==> config.mk <==
export PLATFORM = sky130hd
export DESIGN_NAME = yti_out
export DESIGN_NICKNAME = d
export VERILOG_FILES = /design/src/design/yti_pkg.sv /design/src/design/yti_out.sv
export SDC_FILE = /design/constraint.sdc
export NUM_CORES = 1
export LEC_CHECK = 0
export BUFFER_PORTS_ARGS = -buffer_cell sky130_fd_sc_hd__buf_2
export CORE_MARGIN = 4
export CORE_UTILIZATION = 52
export DETAILED_ROUTE_END_ITERATION = 16
export GPL_TIMING_DRIVEN = 0
export PLACE_DENSITY = 0.91
export SLEW_MARGIN = 10
export SYNTH_ARGS = -nofsm -noshare
export SYNTH_HDL_FRONTEND = slang
export SYNTH_SLANG_ARGS = --single-unit
==> constraint.sdc <==
create_clock -name aclk -period 4.8 [get_ports aclk]
set_clock_uncertainty 0.1 [all_clocks]
set_input_delay 0.24 -clock aclk [delete_from_list [all_inputs] [get_ports aclk]]
set_output_delay 0.24 -clock aclk [all_outputs]
set_load 0.1 [all_outputs]
==> src/design/yti_pkg.sv <==
// ----------------------------------------------------------------------------
// yti_pkg
// Shared types and constants of the YUYV to I420 mirroring converter.
// ----------------------------------------------------------------------------
package yti_pkg;

    localparam int MAX_PAIRS_DEF = 1024;
    localparam int MAX_LINES_DEF = 2048;

    localparam int PAIR_CNT_W = 11;
    localparam int LINE_CNT_W = 12;
    localparam int CFG_IDX_W  = 2;
    localparam int CFG_DATA_W = 12;
    localparam int ROW_W      = 11;
    localparam int PAIR_W     = 10;
    localparam int PIX_W      = 8;
    localparam int CHROMA_W   = 2 * PIX_W;

    localparam logic [PAIR_CNT_W-1:0] PAIR_CNT_RST = PAIR_CNT_W'(320);
    localparam logic [LINE_CNT_W-1:0] LINE_CNT_RST = LINE_CNT_W'(480);

    typedef enum logic [CFG_IDX_W-1:0] {
        CFG_PAIR_COUNT,
        CFG_LINE_COUNT,
        CFG_MIRROR_H,
        CFG_MIRROR_V
    } yti_cfg_idx_t;

    typedef struct packed {
        logic [PIX_W-1:0] luma_first;
        logic [PIX_W-1:0] chroma_blue;
        logic [PIX_W-1:0] luma_second;
        logic [PIX_W-1:0] chroma_red;
    } yti_in_t;

    typedef struct packed {
        logic [ROW_W-1:0]  out_row;
        logic [PAIR_W-1:0] out_pair;
        logic [PIX_W-1:0]  luma_left;
        logic [PIX_W-1:0]  luma_right;
        logic              chroma_valid;
        logic [PIX_W-1:0]  cb_avg;
        logic [PIX_W-1:0]  cr_avg;
        logic              frame_end;
    } yti_out_t;

    typedef struct packed {
        logic avg;
        logic lone;
        logic frame_end;
    } yti_ctl_t;

endpackage

==> src/design/yti_out.sv <==
// ----------------------------------------------------------------------------
// yti_out
// Store-read stage and output register: mirroring, chroma averaging, flow.
// ----------------------------------------------------------------------------
module yti_out import yti_pkg::*; #(
    parameter int MAX_PAIRS = MAX_PAIRS_DEF,
    parameter int MAX_LINES = MAX_LINES_DEF,
    parameter int PCW       = 12,
    parameter int LCW       = 12,
    parameter int CW        = (MAX_PAIRS > 1) ? $clog2(MAX_PAIRS) : 1,
    parameter int RW        = (MAX_LINES > 1) ? $clog2(MAX_LINES) : 1
) (
    input  logic                aclk,
    input  logic                aresetn,
    input  logic                take,
    input  yti_in_t             item,
    input  logic [CW-1:0]       col,
    input  logic [RW-1:0]       row,
    input  yti_ctl_t            ctl,
    input  logic [CHROMA_W-1:0] rd_data,
    input  logic [PCW-1:0]      pairs,
    input  logic [LCW-1:0]      lines,
    input  logic                hflip,
    input  logic                vflip,
    output logic                in_ready,
    output logic                m_valid,
    input  logic                m_ready,
    output yti_out_t            m_data
);

    logic          s1_valid_reg, s1_valid_next;
    yti_in_t       s1_item_reg;
    logic [CW-1:0] s1_col_reg;
    logic [RW-1:0] s1_row_reg;
    yti_ctl_t      s1_ctl_reg;

    logic          m_valid_reg, m_valid_next;
    yti_out_t      m_data_reg, m_data_next;

    logic           out_free, advance;
    logic [LCW-1:0] orow;
    logic [PCW-1:0] opair;
    logic [PIX_W:0] cb_sum, cr_sum;

    always_comb begin
        out_free = ~m_valid_reg | m_ready;
        advance  = s1_valid_reg & out_free;
        in_ready = ~s1_valid_reg | out_free;

        s1_valid_next = take ? 1'b1 : (advance ? 1'b0 : s1_valid_reg);
        m_valid_next  = advance ? 1'b1 : (m_ready ? 1'b0 : m_valid_reg);

        orow  = vflip ? (lines - LCW'(1) - LCW'(s1_row_reg)) : LCW'(s1_row_reg);
        opair = hflip ? (pairs - PCW'(1) - PCW'(s1_col_reg)) : PCW'(s1_col_reg);

        cb_sum = {1'b0, rd_data[CHROMA_W-1:PIX_W]} + {1'b0, s1_item_reg.chroma_blue};
        cr_sum = {1'b0, rd_data[PIX_W-1:0]} + {1'b0, s1_item_reg.chroma_red};

        m_data_next.out_row   = ROW_W'(orow);
        m_data_next.out_pair  = PAIR_W'(opair);
        m_data_next.luma_left  = hflip ? s1_item_reg.luma_second : s1_item_reg.luma_first;
        m_data_next.luma_right = hflip ? s1_item_reg.luma_first : s1_item_reg.luma_second;
        m_data_next.chroma_valid = s1_ctl_reg.avg | s1_ctl_reg.lone;
        m_data_next.frame_end    = s1_ctl_reg.frame_end;
        if (s1_ctl_reg.lone) begin
            m_data_next.cb_avg = s1_item_reg.chroma_blue;
            m_data_next.cr_avg = s1_item_reg.chroma_red;
        end else if (s1_ctl_reg.avg) begin
            m_data_next.cb_avg = cb_sum[PIX_W:1];
            m_data_next.cr_avg = cr_sum[PIX_W:1];
        end else begin
            m_data_next.cb_avg = '0;
            m_data_next.cr_avg = '0;
        end
    end

    always_ff @(posedge aclk) begin
        if (!aresetn) begin
            s1_valid_reg <= 1'b0;
            m_valid_reg  <= 1'b0;
        end else begin
            s1_valid_reg <= s1_valid_next;
            m_valid_reg  <= m_valid_next;
        end
    end

    always_ff @(posedge aclk) begin
        if (take) begin
            s1_item_reg <= item;
            s1_col_reg  <= col;
            s1_row_reg  <= row;
            s1_ctl_reg  <= ctl;
        end
        if (advance) begin
            m_data_reg <= m_data_next;
        end
    end

    assign m_valid = m_valid_reg;
    assign m_data  = m_data_reg;

    a_take_loads: assert property (@(posedge aclk) disable iff (!aresetn)
        take |=> s1_valid_reg)
        else $error("accepted transfer lost before store-read stage");

    a_stall_holds: assert property (@(posedge aclk) disable iff (!aresetn)
        s1_valid_reg && !out_free |=> s1_valid_reg && $stable(s1_col_reg))
        else $error("store-read stage dropped while output stalled");

    a_take_needs_room: assert property (@(posedge aclk) disable iff (!aresetn)
        take |-> !s1_valid_reg || advance)
        else $error("store-read stage overwritten");

endmodule

-- Word level (Yosys, flattened, before mapping)
Index checks and enable logic that the tools add are counted.
- flip-flop bits (word level): 113
- latch bits: 0
- RAM bits: 0
- bits in read-only memories: 0
- input port bits: 102
- output and inout port bits: 57
- word-level logic and storage cells: 43
- memories: 0
- add/sub/neg operators: 6
- multipliers: 0
- div/mod/pow operators: 0
- $lt $le $gt $ge: 0
- equal/unequal tests: 0
- shift operators: 0
- mux-type cells: 10
- bitwise gates (word level): 6
- reductions and logical operators: 2
- operators with widths (kind ; number):
    $mux 16 ; 2
    $add 8x8->9 ; 2
    $mux 8 ; 2
    $mux 11 ; 1
    $sub 11x1->11 const B ; 1
    $sub 11x11->11 ; 1
    $mux 10 ; 1
    $sub 10x1->10 const B ; 1
    $sub 10x10->10 ; 1
    $mux 1 ; 4
    $reduce_bool 2->1 ; 2
    $or 1x1->1 ; 3
    $not 1->1 ; 2
    $and 1x1->1 ; 1

-- Depth between registers and ports, before layout
- word-level depth: 5
- depth in mapped cells: 9
- depth with buffers taken out: 9

-- Worst setup path before layout
OpenSTA, ideal clock, no wires.
- path type: reg-to-reg
- start point: reg m_valid_reg, in the netlist m_valid
- end point: reg m_data_reg (netlist bit m_data[0]), enable pin
- library setup time: 474 ps
- arrival: 3414 ps
- data required time: 4226 ps
- path slack: 812 ps
- cell stages (with the launch flop): 3
- buffers on the path: 0
- clock period less this slack: 3988 ps
- cells stage by stage: dfxtp_1 > nor2b_1 > nor2b_1
- longest elaborated chain between the ends: 3
- ends and longest elaborated chain (element ; line ; RTL):
    start, declared ; yti_out.sv:37 ; logic m_valid_reg, m_valid_next;
    start signal, assigned ; yti_out.sv:83 ; m_valid_reg <= m_valid_next;
    $not 1->1 ; yti_out.sv:46 ; out_free = ~m_valid_reg | m_ready;
    $or 1x1->1 ; yti_out.sv:46 ;
    $and 1x1->1 ; yti_out.sv:47 ; advance = s1_valid_reg & out_free;
    named net advance ; yti_out.sv:40 ; logic out_free, advance;
    end signal, assigned ; yti_out.sv:95 ; m_data_reg <= m_data_next;
    end, declared ; yti_out.sv:38 ; yti_out_t m_data_reg, m_data_next;
The timed path passes the listed nets, and every way through them passes these cells.
A chain may end at the register's enable or synchronous reset.

==> results.toml <==
[layout]
drive_above_1_share_pct = 30.3
final_cell_mix = "buf_2 (152), edfxtp_1 (111), dlygate4sd3_1 (58)"
nets = 806
layout_commonest_cell = "buf_2"
largest_reg_flops = 55
area_growth_pct = 37.9
fin_area_um2 = 7740
final_cells = 815
final_core_util_pct = 74.4

[timing]
worstMarginPinSlew_ns = 0.777
max-slew-margin-rel_pct = 48.2
period_minus_slack_ns = 2.77
finalMaxSlewViolations = 0
tns_ns = 0
rsz0062_at_grt = "false"
finalWorstSetupSlack_ns = 2.03
fin_crit_sh_pct = 57.7
fmax_mhz = 361
hold_viol = 0
setup_viol_count_final = 0

[clock_network]
h-tree-depth = 4
cts_num_sinks = 113
clk_latency_ns = 0.51
cts.clk_slew.worst_paths_ns = 0.05
cts_tree = "yes"
cts_resized = 0
numCtsBuffers = 17
clockBufferDepth = 2
cts_root_buf = "clkbuf_8"

[synth]
yosysSeqAreaShare_pct = 60.1
synth-edff-count = 111
muxShareOfSynthArea_pct = 4.28
synth_fp_nets = 574
ys.flop_type = "edfxtp_1"
synthSimpleGateAreaFrac_pct = 9.02
synth_top_family_by_area = "compound AO/OA/AOI/OAI gates"
synth_area_leaders = "edfxtp_1 (59%), ha_1 (7.4%), mux2_2 (3.2%)"
synth_top_area_cell = "edfxtp_1"
synthDistinctLibCells = 60
yosysWarnings = 0
synth-adder-area-share_pct = 8.78
ys_async_sr_fraction_pct = 0
synth_xor_area_share_pct = 1.87
synth_compound_area_share_pct = 13.2
syn_inst = 435
ys_ff_latch = 113
syn_area_um2 = 5620
avgSynthCellArea_um2 = 12.9
synth_top_area_share_pct = 59.4

[setup_path]
cp_cell_sequence = "inv_1, ha_1, fa_1, a211oi_1, o21ai_0, nor4bb_1, a311oi_1, xnor2_1"
critPathMaxFanout = 3
crit_family = "compound AO/OA/AOI/OAI gates"
critPathLaunchType = "flop"
crit_arrival_ns = 2.91
slowest_delay_ns = 0.45
cp.depth = 8
r2r_setup_slack_ns = 2.03
crit_required_ns = 4.94
cpMaxStageDelayCell = "fa_1"
worst-r2r-cell-count = 8
path_buf_inv = 1
reg2reg_to = "m_data[54]$_DFFE_PP_"
setup.worst_path.end = "m_data[54]$_DFFE_PP_"
crit_path_end_kind = "flop"
rr_startpoint = "s1_row_reg[0]$_DFFE_PP_"
setup.worst_path.class = "flop to flop"
crit_path_start = "s1_row_reg[0]$_DFFE_PP_"

[placement]
gp_congestion = 0.903
hpwl_um = 9870
portBuffers = 153
placed_cell_area_um2 = 6610
preCtsSetupSlack_ns = 2.07
dp_cells = 726

[floorplan]
die-area_um2 = 12500
die_y_um = 112
fp.dieW_um = 112
num_rows = 37
core_um2 = 10400
start_util_pct = 53.9
io-pin-count = 159

[route]
wl_per_cell_um = 17.9
via_count = 4581
ant_nets = 0
avgViaCountPerCell = 5.62
drt-total-wl_um = 14600
dr.pass1.iters = 5
drtIter0Drc = 265
drc = 0

[run]
max-cap-violations = 0

[grt]
grt-ovfl-total = 0
antenna_found_initial = 2
grt_max_degree = 58
grt_util_all_layers_pct = 24.0
grt_pass1_wl_um = 23900
grt_pass1_vias = 4925

[power]
p_per_area_nw_per_um2 = 396
p_leak_uw = 0.00329
ir_worst_vdd_uv = 220

[hold_path]
hold_path_class = "input port to flop"

[run_status]
status = "complete, no violations"
[Yosys cell counts, types with 7 or more instances]
cell and number:
clkbuf_1 9, nor2_1 17, inv_1 31, a21o_1 8, o21a_1 7, ha_1 33
edfxtp_1 111, o21ai_0 28, mux2_2 16, nand2_1 38, nor3_1 8, a21oi_1 14
o31ai_1 9
[worst min-delay path by stage]
stage | startpoint | endpoint | depth (start not counted)
4_1_cts | m_ready | s1_valid_reg$_SDFFE_PN0P_ | 4
2_1_floorplan | ctl[0] | m_data_next[0]$_DFFE_PP_ | 0
5_1_grt | m_ready | s1_valid_reg$_SDFFE_PN0P_ | 4
3_5_place_dp | m_data_next[0]$_DFFE_PP_ | m_data[0]$_DFFE_PP_ | 0
3_3_place_gp | m_data_next[0]$_DFFE_PP_ | m_data[0]$_DFFE_PP_ | 0
6_report | m_ready | s1_valid_reg$_SDFFE_PN0P_ | 4
[per-layer routing]
metal | GRT usage (%) | vias up | share of wire, %
met5 | 0 | - | 0
met4 | 13.0 | 0 | 3.7
met3 | 7.12 | 54 | 6.6
met2 | 42.8 | 233 | 53
met1 | 25.5 | 2162 | 37
li1 | - | 2132 | -
[cell families after synthesis]
kind of cell / after synthesis
mux: 22
compound gates: 107
simple gates: 102
flops: 113
xor+xnor: 12
fa+ha+maj: 37
buf+inv: 42
[timing repair]
item	in CTS	in global routing
hold buffers	58	0
buffers inserted	0	0
hold endpoints to repair	58	0
[power by group]
group          total, uW  switching [uW]  internal [uW]
combinational        688             463            225
clock               1170             398            772
sequential          1210            29.4           1180
total               3070             890           2180
[area by class of cell]
type	count	area [um2]
Multi-Input combinational cell	280	2090
Fill cell	630	2670
Timing Repair Buffer	213	1400
Inverter	32	120
Clock inverter	9	118
Sequential cell	113	3370
Antenna cell	2	5.00
Tap cell	136	170
Buffer	10	37.5
Clock buffer	20	425
[per-stage QoR]
| step | power (uW) | hold WS (ns) |
|---|---|---|
| after floorplan | 1700 | 0.239 |
| after global placement | 1830 | 0.301 |
| after detailed placement | 1860 | 0.305 |
| after CTS | 3070 | 0.0185 |
| after global routing | 3200 | 0.0624 |
| final | 3070 | 0.0391 |
[worst reg2reg max path, stage by stage (launching register included)]
cell and delay, ns:
edfxtp_1 0.32, inv_1 0.06, ha_1 0.22, fa_1 0.45, a211oi_1 0.40, o21ai_0 0.25, nor4bb_1 0.18, a311oi_1 0.40
xnor2_1 0.12
Note: power is estimated with default switching activity, not from simulation.
