<file path="src/design/yti_pkg.sv">
// ----------------------------------------------------------------------------
// yti_pkg
// Shared types and constants of the YUYV to I420 mirroring converter.
// ----------------------------------------------------------------------------
package yti_pkg;

    localparam int MAX_PAIRS_DEF = 1024;
    localparam int MAX_LINES_DEF = 2048;

    localparam int PAIR_CNT_W = 11;
    localparam int LINE_CNT_W = 12;
    localparam int CFG_IDX_W  = 2;
    localparam int CFG_DATA_W = 12;
    localparam int ROW_W      = 11;
    localparam int PAIR_W     = 10;
    localparam int PIX_W      = 8;
    localparam int CHROMA_W   = 2 * PIX_W;

    localparam logic [PAIR_CNT_W-1:0] PAIR_CNT_RST = PAIR_CNT_W'(320);
    localparam logic [LINE_CNT_W-1:0] LINE_CNT_RST = LINE_CNT_W'(480);

    typedef enum logic [CFG_IDX_W-1:0] {
        CFG_PAIR_COUNT,
        CFG_LINE_COUNT,
        CFG_MIRROR_H,
        CFG_MIRROR_V
    } yti_cfg_idx_t;

    typedef struct packed {
        logic [PIX_W-1:0] luma_first;
        logic [PIX_W-1:0] chroma_blue;
        logic [PIX_W-1:0] luma_second;
        logic [PIX_W-1:0] chroma_red;
    } yti_in_t;

    typedef struct packed {
        logic [ROW_W-1:0]  out_row;
        logic [PAIR_W-1:0] out_pair;
        logic [PIX_W-1:0]  luma_left;
        logic [PIX_W-1:0]  luma_right;
        logic              chroma_valid;
        logic [PIX_W-1:0]  cb_avg;
        logic [PIX_W-1:0]  cr_avg;
        logic              frame_end;
    } yti_out_t;

    typedef struct packed {
        logic avg;
        logic lone;
        logic frame_end;
    } yti_ctl_t;

endpackage

</file>
<file path="src/design/yti_seq.sv">
// ----------------------------------------------------------------------------
// yti_seq
// Source column and line counters, line pairing and store access control.
// ----------------------------------------------------------------------------
module yti_seq import yti_pkg::*; #(
    parameter int MAX_PAIRS = MAX_PAIRS_DEF,
    parameter int MAX_LINES = MAX_LINES_DEF,
    parameter int PCW       = 12,
    parameter int LCW       = 12,
    parameter int CW        = (MAX_PAIRS > 1) ? $clog2(MAX_PAIRS) : 1,
    parameter int RW        = (MAX_LINES > 1) ? $clog2(MAX_LINES) : 1
) (
    input  logic           aclk,
    input  logic           aresetn,
    input  logic           take,
    input  logic [PCW-1:0] pairs,
    input  logic [LCW-1:0] lines,
    input  logic           vflip,
    output logic [CW-1:0]  col,
    output logic [RW-1:0]  row,
    output yti_ctl_t       ctl,
    output logic           mem_wr,
    output logic           mem_rd
);

    logic [CW-1:0] col_reg, col_next;
    logic [RW-1:0] row_reg, row_next;
    logic          last_col, last_row, odd_h, shift, lone, parity;

    always_comb begin
        col      = (PCW'(col_reg) >= pairs) ? '0 : col_reg;
        row      = (LCW'(row_reg) >= lines) ? '0 : row_reg;
        last_col = (PCW'(col) == pairs - PCW'(1));
        last_row = (LCW'(row) == lines - LCW'(1));
        odd_h    = lines[0];
        shift    = vflip & odd_h;
        lone     = shift ? (row == '0) : (odd_h & last_row);
        parity   = row[0] ^ shift;

        ctl.avg       = ~lone & parity;
        ctl.lone      = lone;
        ctl.frame_end = last_col & last_row;

        mem_wr = take & ~lone & ~parity;
        mem_rd = take & ~lone & parity;

        col_next = col_reg;
        row_next = row_reg;
        if (take) begin
            if (last_col) begin
                col_next = '0;
                row_next = last_row ? '0 : row + RW'(1);
            end else begin
                col_next = col + CW'(1);
                row_next = row;
            end
        end
    end

    always_ff @(posedge aclk) begin
        if (!aresetn) begin
            col_reg <= '0;
            row_reg <= '0;
        end else begin
            col_reg <= col_next;
            row_reg <= row_next;
        end
    end

    a_no_wr_rd_same: assert property (@(posedge aclk) disable iff (!aresetn)
        !(mem_wr && mem_rd))
        else $error("store written and read by one transfer");

    a_frame_wrap: assert property (@(posedge aclk) disable iff (!aresetn)
        take && ctl.frame_end |=> col_reg == '0 && row_reg == '0)
        else $error("counters did not wrap after frame end");

    a_col_bound: assert property (@(posedge aclk) disable iff (!aresetn)
        take && !last_col |=> PCW'(col_reg) < pairs)
        else $error("column counter beyond pair count");

endmodule

</file>
<file path="config.mk">
export PLATFORM = sky130hd
export DESIGN_NAME = yti_seq
export DESIGN_NICKNAME = d
export VERILOG_FILES = /design/src/design/yti_pkg.sv /design/src/design/yti_seq.sv
export SDC_FILE = /design/constraint.sdc
export NUM_CORES = 1
export LEC_CHECK = 0
export ABC_AREA = 1
export BUFFER_PORTS_ARGS = -buffer_cell sky130_fd_sc_hd__buf_4
export CORE_MARGIN = 1
export CORE_UTILIZATION = 45
export DETAILED_ROUTE_END_ITERATION = 16
export GPL_TIMING_DRIVEN = 1
export PLACE_DENSITY_LB_ADDON = 0.05
export SYNTH_ARGS = -nofsm -noshare
export SYNTH_HDL_FRONTEND = slang
export SYNTH_SLANG_ARGS = --single-unit
</file>
<file path="constraint.sdc">
create_clock -name aclk -period 8.6 [get_ports aclk]
set_clock_uncertainty 0.15 [all_clocks]
set_input_delay 1.29 -clock aclk [delete_from_list [all_inputs] [get_ports aclk]]
set_output_delay 1.29 -clock aclk [all_outputs]
set_load 0.02 [all_outputs]
</file>
; ---- Word-level counts from Yosys, hierarchy flattened
; Index checks and enable logic that the tools add are counted.
[totals]
register_bits = 21
inputBits = 28
out_inout_bits = 26
[classes]
n_reduce_logical = 1
add_sub_neg = 4
n_bitwise = 10
order_cmp = 2
n_mux = 6
eq_ne = 2
[ops]
columns = cell, count
row1 = two-way mux 11 bit, 3
row2 = "subtractor 12 x 1 -> 12 bit, second input constant", 2
row3 = two-way mux 10 bit, 2
row4 = equality test 10 x 12 -> 1 bit, 1
row5 = equality test 11 x 12 -> 1 bit, 1
row6 = greater-or-equal comparator 10 x 12 -> 1 bit, 1
row7 = greater-or-equal comparator 11 x 12 -> 1 bit, 1
row8 = "adder 11 x 1 -> 11 bit, second input constant", 1
row9 = zero test 11 bit, 1
row10 = "adder 10 x 1 -> 10 bit, second input constant", 1
row11 = AND 1 bit, 7
row12 = inverter 1 bit, 2
row13 = two-way mux 1 bit, 1
row14 = XOR 1 bit, 1

; ---- Depth between registers and ports, before layout
; Gate-level depths: netlist of run 1.
[logic_depth]
ltp_word = 8
depth_mapped = 22

; ---- Worst setup path after synthesis of run 1
; No wires, ideal clock.
[synth_timing]
path_kind = input to output
start = input port lines[7]
end = output port mem_rd
arrival_time_ns = 3.312
path_buffers = 1
path_stages = 14
slack_ns = 3.848
path_cell_list = inv_1 > ha_1 > a21oi_1 > nand2_1 > a21oi_2 > buf_4 > nand3_2 > inv_1 > nand2_1 > nand3_1 > nor2_1 > nand2_1 > o31ai_2 > nor3_1
[synth_between]
elab_chain_cells = 8
word_cells_on_any_way = 11
cone_classes = 1 x add/sub / 1 x order compare / 1 x eq/ne / 2 x mux / 5 x bitwise / 1 x reduce/logical
[synth_rtl]
columns = item, line_no
row1 = "start, declared", yti_seq.sv:17  ; input logic [LCW-1:0] lines,
row2 = greater-or-equal comparator 11 x 12 -> 1 bit *, yti_seq.sv:32  ; row = (LCW'(row_reg) >= lines) ? '0 : row_reg;
row3 = two-way mux 11 bit *, yti_seq.sv:32
row4 = via row[2], yti_seq.sv:20  ; output logic [RW-1:0] row,
row5 = equality test 11 x 12 -> 1 bit, yti_seq.sv:34  ; last_row = (LCW'(row) == lines - LCW'(1));
row6 = AND 1 bit, yti_seq.sv:37  ; lone = shift ? (row == '0) : (odd_h & last_row);
row7 = two-way mux 1 bit *, yti_seq.sv:37
row8 = via lone, yti_seq.sv:28  ; logic last_col, last_row, odd_h, shift, lone, parity;
row9 = inverter 1 bit *, yti_seq.sv:45  ; mem_rd = take & ~lone & parity;
row10 = AND 1 bit * (2 in series), yti_seq.sv:45
row11 = "end, declared", yti_seq.sv:23  ; output logic mem_rd
; Mark *: on every way through the listed nets, which the timed path passes. The rest lies on a longest branch.

; ---- Worst setup path after layout of run 1
[layout_timing]
start = input port lines[6]
end = output port mem_rd
[layout_between]
elab_chain_cells = 8
word_cells_on_any_way = 11
cone_classes = 1 x add/sub / 1 x order compare / 1 x eq/ne / 2 x mux / 5 x bitwise / 1 x reduce/logical
[layout_rtl]
columns = item, line_no
row1 = greater-or-equal comparator 11 x 12 -> 1 bit, yti_seq.sv:32
row2 = two-way mux 11 bit, yti_seq.sv:32
row3 = equality test 11 x 12 -> 1 bit, yti_seq.sv:34
row4 = AND 1 bit, yti_seq.sv:37
row5 = two-way mux 1 bit, yti_seq.sv:37
row6 = inverter 1 bit, yti_seq.sv:45
row7 = AND 1 bit, yti_seq.sv:45
row8 = AND 1 bit *, yti_seq.sv:45
; Every way passes the cells marked *; elsewhere a longest branch is shown, timed or not.

==> results of run 1 <==
per-stage QoR:
stage	instance area, um^2	util [%]
5_1_grt	3790	54.5
4_1_cts	3790	54.5
6_report	3790	54.5
3_3_place_gp	3740	53.9
2_1_floorplan	3320	-
3_5_place_dp	3740	53.9
final cells by class:
type	instances	area [um^2]
Timing Repair Buffer	53	398
Inverter	103	387
Multi-Input combinational cell	451	2420
Clock buffer	4	45.0
Sequential cell	21	420
Tap cell	96	120
Fill cell	752	3160
worst min-delay path, stage by stage (launching register included):
cell	delay [ns]
dfxtp_1	0.34
nand2_1	0.07
a21oi_1	0.05
layer usage:
layer  vias up  track usage, %  wire (um)  share of wire [%]
met5         -               0          0                  0
met4         0            2.09         42               0.46
met3         5            2.54        472                5.1
met2        96            37.4       3790                 41
met1      1606            38.2       4910                 53
li1       1942               -          -                  -
where the power goes:
| part | leakage [uW] | total (uW) | switching, uW | internal, uW |
|---|---|---|---|---|
| sequential | 0.000169 | 99.0 | 1.17 | 97.9 |
| combinational | 0.00184 | 79.8 | 49.4 | 30.4 |
| clock | 0.0000228 | 68.5 | 35.3 | 33.1 |
| total | 0.00203 | 247 | 85.9 | 161 |
final timing paths:
kind / endpoint / cells past startpoint / startpoint / slack [ns]
max: mem_rd / 18 / lines[6] / 3.12
max reg2reg: row_reg[10]$_SDFFE_PN0P_ / 18 / row_reg[7]$_SDFFE_PN0P_ / 5.08
min reg2reg: col_reg[6]$_SDFFE_PN0P_ / 2 / col_reg[6]$_SDFFE_PN0P_ / 0.35
min: col_reg[6]$_SDFFE_PN0P_ / 2 / col_reg[6]$_SDFFE_PN0P_ / 0.35
cells by family (layout without fill, tap and decap cells):
| group | Yosys count | after routing | share of synthesized area, % |
|---|---|---|---|
| simple gates | 378 | 378 | 53.3 |
| xor+xnor | 17 | 17 | 4.49 |
| buf+inv | 116 | 160 | 14.5 |
| flops | 21 | 21 | 12.7 |
| compound gates | 30 | 30 | 5.16 |
| fa+ha+maj | 26 | 26 | 9.80 |
cell usage in the layout (no fill, tap or decap), drive strengths merged, types with 5 or more instances in the layout:
cell   Yosys  final
ha        26     26
xnor2      5      5
buf        9     53
inv      103    103
nand3     63     63
dfxtp     21     21
nor3      11     11
a21oi     18     18
nand4     25     25
o21ai      7      7
nand2    171    171
nor2     101    101
xor2      12     12
==> impl_results.md, run 1 <==
- GRT Util Overall: around a quarter
- Syn-to-layout area delta: 14.1%
- Worst Tran Pin Value: between 0.8 and 0.9 ns
- Post-CTS setup buffers: 0
- Top Ports: 54
- Clk Latency, worst-skew pair: about 0.27 ns
- Largest net degree at the start of global routing: 22
- Critical path required time: about 7.2 ns
- Max-slew violations: 0
- Worst Path Arrival: 4.04 ns
- Die Ht: between 80 and 90 um
- Root buf cell: clkbuf_8
- DRC viols: 0
- Synth Warn #: 0
- Dpl cells: 724
- Critical path endpoint category: output port
- # rows: 30
- CP max stage cell: a21oi_2
- Worst Hold Class: reg2reg
- Avg WL per Cell: 12.7 um
- Setup violations, final: 0
- Crit path cell chain: buf_4, inv_1, ha_1, nand2_1, inv_2, nand2_1, nand2_1, a21oi_2, nand3_1, inv_1, nand2_1, nand2_1, nand2_1, nor2_1, nand2_1, o31ai_2, nor3_1, buf_4
- Max-Cap Viols: 0
- Cts hold-fix bufs: 0
- Number of flip-flops under the largest register name: 11
- Biggest cell delay along the critical path: 0.53 ns
- Placer Congestion: 0.976
- Max Clk Rate: about 180 MHz
- Total die area: 7720 um^2
- Most frequent cell after synthesis: nand2_1
- Top post-synthesis cells by area: nand2_1, dfxtp_1, inv_1
- Antenna violation net count after detailed routing: 0
- Fin Hold WS: 0.348 ns
- EDFF count, synth: 0
- Post-DP HPWL: about 7700 um
- Nets: approximately 690
- Post-synthesis sequential area ratio: about 13%
- Post-CTS Resized: 0
- Mapped Nets: ~640
- Fin crit period: roughly 5.5 ns
- Initial Util: 47.8%
- Yosys cell types: 36
- First-pass GRT wire length: 15,000 um
- Setup TNS: 0 ns
- Worst-path fanout max: 13
- Dominant synthesized flop cell: dfxtp_1
- PortBufs: 53
- CTS buffer count: 3
- Tot Pwr: 247 uW
- H-tree depth: 1
- Synth Cell Area: ~3300 um^2
- Crit path top cell by count: nand2_1
- CP top delay family: simple AND/OR/NAND/NOR gates
- CTS max path bufs: 2
- Worst setup SP type: primary input
- Status: finished, final reports clean
- Fraction of layout cells with a size suffix above 1: between 10% and 20%
- Initial drt markers: approximately 220
- Die W: 87.9 um
- DR pass1 iterations: 5
- Detailed Route WL: around 9200 um
- Antenna violations before repair: 0
- Vias in the first global route: a little over 3,000
- GR Overflow Total: 0
- Pre-CTS setup slack: about 3.2 ns
- Power Density: 65.3 nW/um^2
- Flops & latches, synth: 21
- Yosys top cell area share: a little under a fifth
- Rel. slew slack: around 47%
- RSZ-0062 raised after global routing: false
- Post-synthesis async set-or-reset flop share: 0%
- Top cell type by total area after synthesis: nand2_1
- N_diodes: 0
- Leakage: 0.00203 uW
- Clk slew on worst S/H paths: around 0.080 ns
- Final WS setup: between 3 and 4 ns
- Max VDD drop: around 47 uV
- Crit path buffers/inverters: 5
- Post-synth top cells: nand2_1, inv_1, nor2_1
- Synthesized area per cell: around 5.6 um^2
- Core footprint: approximately 7000 um^2
- Fin. Hold Viols: 0
- TritonCTS clock tree: done
- CP Class: in2out
- Sink Count: 21
- Vias: approximately 3,600
- Synth Instances: around 600
- Period Utilization, post-route: a little under two thirds
- Via/cell ratio: 5.01
- Finished Layout Cells: about 730
Power figures use the tool's default switching activity.
==> run 2: changes to the inputs <==
Clock period 8.6 ns to 5.5 ns, I/O delays scaled along.
==> impl_results.md, run 2 (synthesis gave the netlist of run 1 again) <==
- Vias: 3,684 (+0.96%)
- CP endpoint: mem_rd
- Max Clk Rate: approximately 220 MHz
- Fin. Hold Viols: 0 (unchanged)
- Initial Util: 47.8% (unchanged)
- # rows: 30 (unchanged)
- DRC viols: 0 (unchanged)
- Leakage: 0.00203 uW (unchanged)
- Reg2reg setup slack: 1.96 ns (-3.12 ns)
- Antenna violation net count after detailed routing: 0 (unchanged)
- Commonest cells after routing, fill and taps aside: nand2_1, inv_1, nor2_1
- Rel. slew slack: 45.4% (-1.2 points)
- Top Ports: 54 (unchanged)
- Multi-input gate area: 2420 um^2 (unchanged)
- Via/cell ratio: 5.06 (+0.96%)
- GRT Util Overall: 24.8% (+0.23 points)
- Clk Latency, worst-skew pair: 0.27 ns (about the same)
- Worst setup SP type: primary input
- Post-DP HPWL: 7690 um (about the same)
- Setup TNS: 0 ns (unchanged)
- Vias in the first global route: 3,118 (+1.6%)
- Core footprint: 6940 um^2 (unchanged)
- DR pass1 iterations: 5 (unchanged)
- CP Class: in2out
- Fraction of layout cells with a size suffix above 1: 15.7% (unchanged)
- GR Overflow Total: 0 (unchanged)
- Most common cell after layout, fill and taps aside: nand2_1
- Fin util: 54.5% (unchanged)
- Power Density: 102 nW/um^2 (+56%)
- Fin crit period: roughly 4.6 ns
- Critical R2R Launch: row_reg[7]$_SDFFE_PN0P_
- Largest net degree at the start of global routing: 22 (unchanged)
- Period Utilization, post-route: between 80% and 90%
- Status: finished, final reports clean
- Die W: 87.9 um (unchanged)
- CTS max path bufs: 2 (unchanged)
- First-pass GRT wire length: 15,100 um (+0.59%)
- Critical path endpoint category: output port
- Post-CTS setup buffers: 0 (unchanged)
- Reg-to-reg endpoint: row_reg[10]$_SDFFE_PN0P_
- Avg WL per Cell: 12.7 um (+0.60%)
- Critical path required time: 4.53 ns (-2.63 ns)
- Root buf cell: clkbuf_8
- Max-Cap Viols: 0 (unchanged)
- CTS buffer count: 3 (unchanged)
- Nets: 687 (unchanged)
- Syn-to-layout area delta: 14.1% (unchanged)
- Clk slew on worst S/H paths: 0.09 ns (about the same)
- Max VDD drop: 73.2 uV (+57%)
- Worst Path Arrival: 3.58 ns (-0.46 ns)
- Detailed Route WL: 9270 um (+0.60%)
- H-tree depth: 1 (unchanged)
- FILL cells: 766 (+1.9%)
- Critical path origin: lines[6]
- PortBufs: 53 (unchanged)
- Placer Congestion: 0.976 (unchanged)
- Number of flip-flops under the largest register name: 11 (unchanged)
- Cts hold-fix bufs: 0 (unchanged)
- N_diodes: 0 (unchanged)
- Worst Hold Class: reg2reg
- Sink Count: 21 (unchanged)
- Initial drt markers: 281 (+30%)
- Antenna violations before repair: 0 (unchanged)
- Setup violations, final: 0 (unchanged)
- Reg area: 420 um^2 (unchanged)
- Tot Pwr: 387 uW (+56%)
- Die Ht: 87.9 um (unchanged)
- Fin Hold WS: 0.348 ns (+0.000566 ns)
- Worst-path fanout max: 13 (unchanged)
- RSZ-0062 raised after global routing: false
- Post-CTS Resized: 0 (unchanged)
- R2R cell count: 18 (unchanged)
- Total die area: 7720 um^2 (unchanged)
- Max-slew violations: 0 (unchanged)
- Worst Tran Pin Value: 0.819 ns (+0.0182 ns)
- TritonCTS clock tree: done
-- run 2: cell counts in the layout (fill, tap and decap cells not counted) --
Identical to the previous run, type by type.
-- run 2: final cells by class --
type,instances,share of cell area (%)
clock buffers,4,1.19
multi-input cells,451,63.8
well taps,96,3.17
repair buffers,53,10.5
flip-flops and latches,21,11.1
inverters,103,10.2
-- run 2: through the flow --
stage                     instance area [um^2]  cells  setup WS, ns
after floorplan                           3320    588          1.68
after global placement                    3740    724          1.04
after detailed placement                  3740    724         0.992
after CTS                                 3790    728         0.985
after global routing                      3790    728         0.622
final                                     3790    728         0.947
-- run 2: power by group --
part | switching (uW) | internal [uW] | leakage (uW)
Combinational | 77.3 | 47.4 | 0.00184
Sequential | 1.87 | 153 | 0.000169
Clock | 55.5 | 51.8 | 0.0000228
-- run 2: worst min-delay path by stage --
| stage | from | slack (ns) | end | cells after the start |
|---|---|---|---|---|
| final | col_reg[6]$_SDFFE_PN0P_ | 0.35 | col_reg[6]$_SDFFE_PN0P_ | 2 |
| after global routing | col_reg[6]$_SDFFE_PN0P_ | 0.37 | col_reg[6]$_SDFFE_PN0P_ | 2 |
| after detailed placement | col_reg[6]$_SDFFE_PN0P_ | 0.34 | col_reg[6]$_SDFFE_PN0P_ | 2 |
| after global placement | col_reg[6]$_SDFFE_PN0P_ | 0.34 | col_reg[6]$_SDFFE_PN0P_ | 2 |
| after floorplan | col_reg[6]$_SDFFE_PN0P_ | 0.31 | col_reg[6]$_SDFFE_PN0P_ | 2 |
| after CTS | col_reg[6]$_SDFFE_PN0P_ | 0.35 | col_reg[6]$_SDFFE_PN0P_ | 2 |
-- run 2: critical path: stages --
cell and delay [ns]:
buf_4 0.11, inv_1 0.05, ha_1 0.28, nand2_1 0.09, inv_2 0.04, nand2_1 0.06, nand2_1 0.06, a21oi_2 0.54
nand3_1 0.25, inv_1 0.25, nand2_1 0.07, nand2_1 0.09, nand2_1 0.06, nor2_1 0.11, nand2_1 0.10, o31ai_2 0.33
nor3_1 0.08, buf_4 0.18
-- run 2: layer usage --
metal | GRT usage [%] | share of wire [%] | up-vias
met4 | 2.38 | 0.53 | 0
met3 | 2.83 | 5.7 | 5
met2 | 37.9 | 41 | 98
met5 | 0 | 0 | -
li1 | - | - | 1939
met1 | 38.1 | 52 | 1642
==> run 3: changes to the inputs <==
Clock period 5.5 ns to 4.1 ns, I/O delays scaled along.
==> impl_results.md, run 3 (synthesis gave the netlist of run 1 again) <==
- Fraction of layout cells with a size suffix above 1: 17.3% (+1.6 points)
- PortBufs: 53 (unchanged)
- DRC viols: 0 (unchanged)
- CP Class: in2out
- Design area: 3870 um^2 (+2.2%)
- Crit path top cell by count: nand2_1
- Vias: 3,733 (+1.3%)
- Die W: 87.9 um (unchanged)
- Fin. Hold Viols: 0 (unchanged)
- Status: finished, final reports clean
- # rows: 30 (unchanged)
- GR Overflow Total: 0 (unchanged)
- Nets: 698 (+1.6%)
- N_diodes: 0 (unchanged)
- RSZ-0062 raised after global routing: false
- Worst setup SP type: primary input
- CTS max path bufs: 2 (unchanged)
- Die Ht: 87.9 um (unchanged)
- Vias in the first global route: 3,184 (+2.1%)
- Post-CTS Resized: 0 (unchanged)
- Sink Count: 21 (unchanged)
- Avg WL per Cell: 13.1 um (+2.9%)
- Fin crit period: approximately 3.8 ns
- Crit path cell chain: buf_4, inv_1, ha_1, nand2_1, inv_2, nand2_1, nand2_1, a21oi_2, buf_4, nand3_1, inv_1, nand2_1, nand2_1, nand2_1, nor2_1, nand2_1, o31ai_2, nor3_1, buf_4
- CP top delay family: simple AND/OR/NAND/NOR gates
- TritonCTS clock tree: done
- Detailed Route WL: 9690 um (+4.5%)
- Leakage: 0.00208 uW (+2.6%)
- Worst Hold Class: reg2reg
- DR pass1 iterations: 5 (unchanged)
- Cts hold-fix bufs: 0 (unchanged)
- Setup TNS: 0 ns (unchanged)
- H-tree depth: 1 (unchanged)
- Placer Congestion: 0.970 (-0.57%)
- Most common cell after layout, fill and taps aside: nand2_1
- Biggest cell delay along the critical path: 0.34 ns (-0.20 ns)
- Fin util: 55.7% (+1.2 points)
- Via/cell ratio: 5.05 (-0.18%)
- Power Density: 134 nW/um^2 (+31%)
- Worst Tran Pin Value: 0.731 ns (-0.0875 ns)
- Antenna violation net count after detailed routing: 0 (unchanged)
- Placed cell areas: 3820 um^2 (+2.2%)
- CP max stage cell: o31ai_2
- Crit path buffers/inverters: 6 (+1)
- Number of flip-flops under the largest register name: 11 (unchanged)
- Post-DP HPWL: 8200 um (+6.6%)
- Critical path endpoint category: output port
- Root buf cell: clkbuf_8
- Max-slew violations: 0 (unchanged)
- Clk slew on worst S/H paths: 0.08 ns (about the same)
- Total die area: 7720 um^2 (unchanged)
- First-pass GRT wire length: 15,600 um (+3.7%)
- FILL cells: 768 (+0.26%)
- Period Utilization, post-route: 92.9%
- Largest net degree at the start of global routing: 22 (unchanged)
- Initial drt markers: 257 (-8.5%)
- Top Ports: 54 (unchanged)
- Max VDD drop: 133 uV (+81%)
- Critical path required time: 3.34 ns (-1.19 ns)
- Setup violations, final: 0 (unchanged)
- Worst Path Arrival: 3.04 ns (-0.54 ns)
- Max-Cap Viols: 0 (unchanged)
- Commonest cells after routing, fill and taps aside: nand2_1, inv_1, nor2_1
- Antenna violations before repair: 0 (unchanged)
- GRT Util Overall: 26.0% (+1.1 points)
- Max Clk Rate: between 200 and 300 MHz
- Syn-to-layout area delta: 16.6%
- Rel. slew slack: 51.2% (+5.8 points)
- Core footprint: 6940 um^2 (unchanged)
- Clk Latency, worst-skew pair: 0.26 ns (about the same)
- Initial Util: 47.8% (unchanged)
- CTS buffer count: 3 (unchanged)
- Post-CTS setup buffers: 0 (unchanged)
- Worst-path fanout max: 13 (unchanged)
==> run 3: cell types whose count changed in the layout (fill, tap and decap cells not counted) <==
cell and delta:
buf_4 +11, clkinv_2 +1, clkbuf_1 -1
==> run 3: report_power, final <==
group,leakage (uW),internal (uW),switching [uW]
logic,0.00189,64.5,106
clock network,0.0000255,67.8,71.2
registers,0.000169,205,2.43
==> run 3: cell type report <==
type | count | area (um^2) | share of cell area (%)
Clock buffer | 3 | 41.3 | 1.07
Tap cell | 96 | 120 | 3.10
Multi-Input combinational cell | 451 | 2420 | 62.4
Clock inverter | 1 | 5.00 | 0.129
Timing Repair Buffer | 64 | 480 | 12.4
Inverter | 103 | 387 | 9.99
Sequential cell | 21 | 420 | 10.9
==> run 3: metrics by stage <==
step	hold slack, ns	power, uW	setup WS (ns)	std cells
global placement	0.341	379	0.349	735
CTS	0.377	526	0.304	739
global route	0.388	553	0.0313	739
finish	0.365	517	0.292	739
floorplan	0.312	321	0.698	588
detailed placement	0.360	381	0.304	735
==> run 3: layer usage <==
layer  global-route usage (%)  wire length [um]  vias to the layer above
met2                     37.9              3970                       94
met4                     2.38                46                        0
li1                         -                 -                     1963
met3                     3.11               545                        4
met1                     41.2              5130                     1672
met5                        0                 0                        -
==> run 3: final timing paths <==
path / startpoint / endpoint / slack [ns] / cells after the start
hold / removal: col_reg[6]$_SDFFE_PN0P_ / col_reg[6]$_SDFFE_PN0P_ / 0.37 / 2
hold reg to reg: col_reg[6]$_SDFFE_PN0P_ / col_reg[6]$_SDFFE_PN0P_ / 0.37 / 2
setup reg to reg: row_reg[0]$_SDFFE_PN0P_ / row_reg[10]$_SDFFE_PN0P_ / 0.84 / 21
setup / recovery: lines[6] / mem_rd / 0.29 / 19
==> run 3: tightest hold or removal path, cell delays in order, from the launching register on <==
cell and delay [ns]:
dfxtp_1 0.34, nand2_1 0.07, a21oi_1 0.06
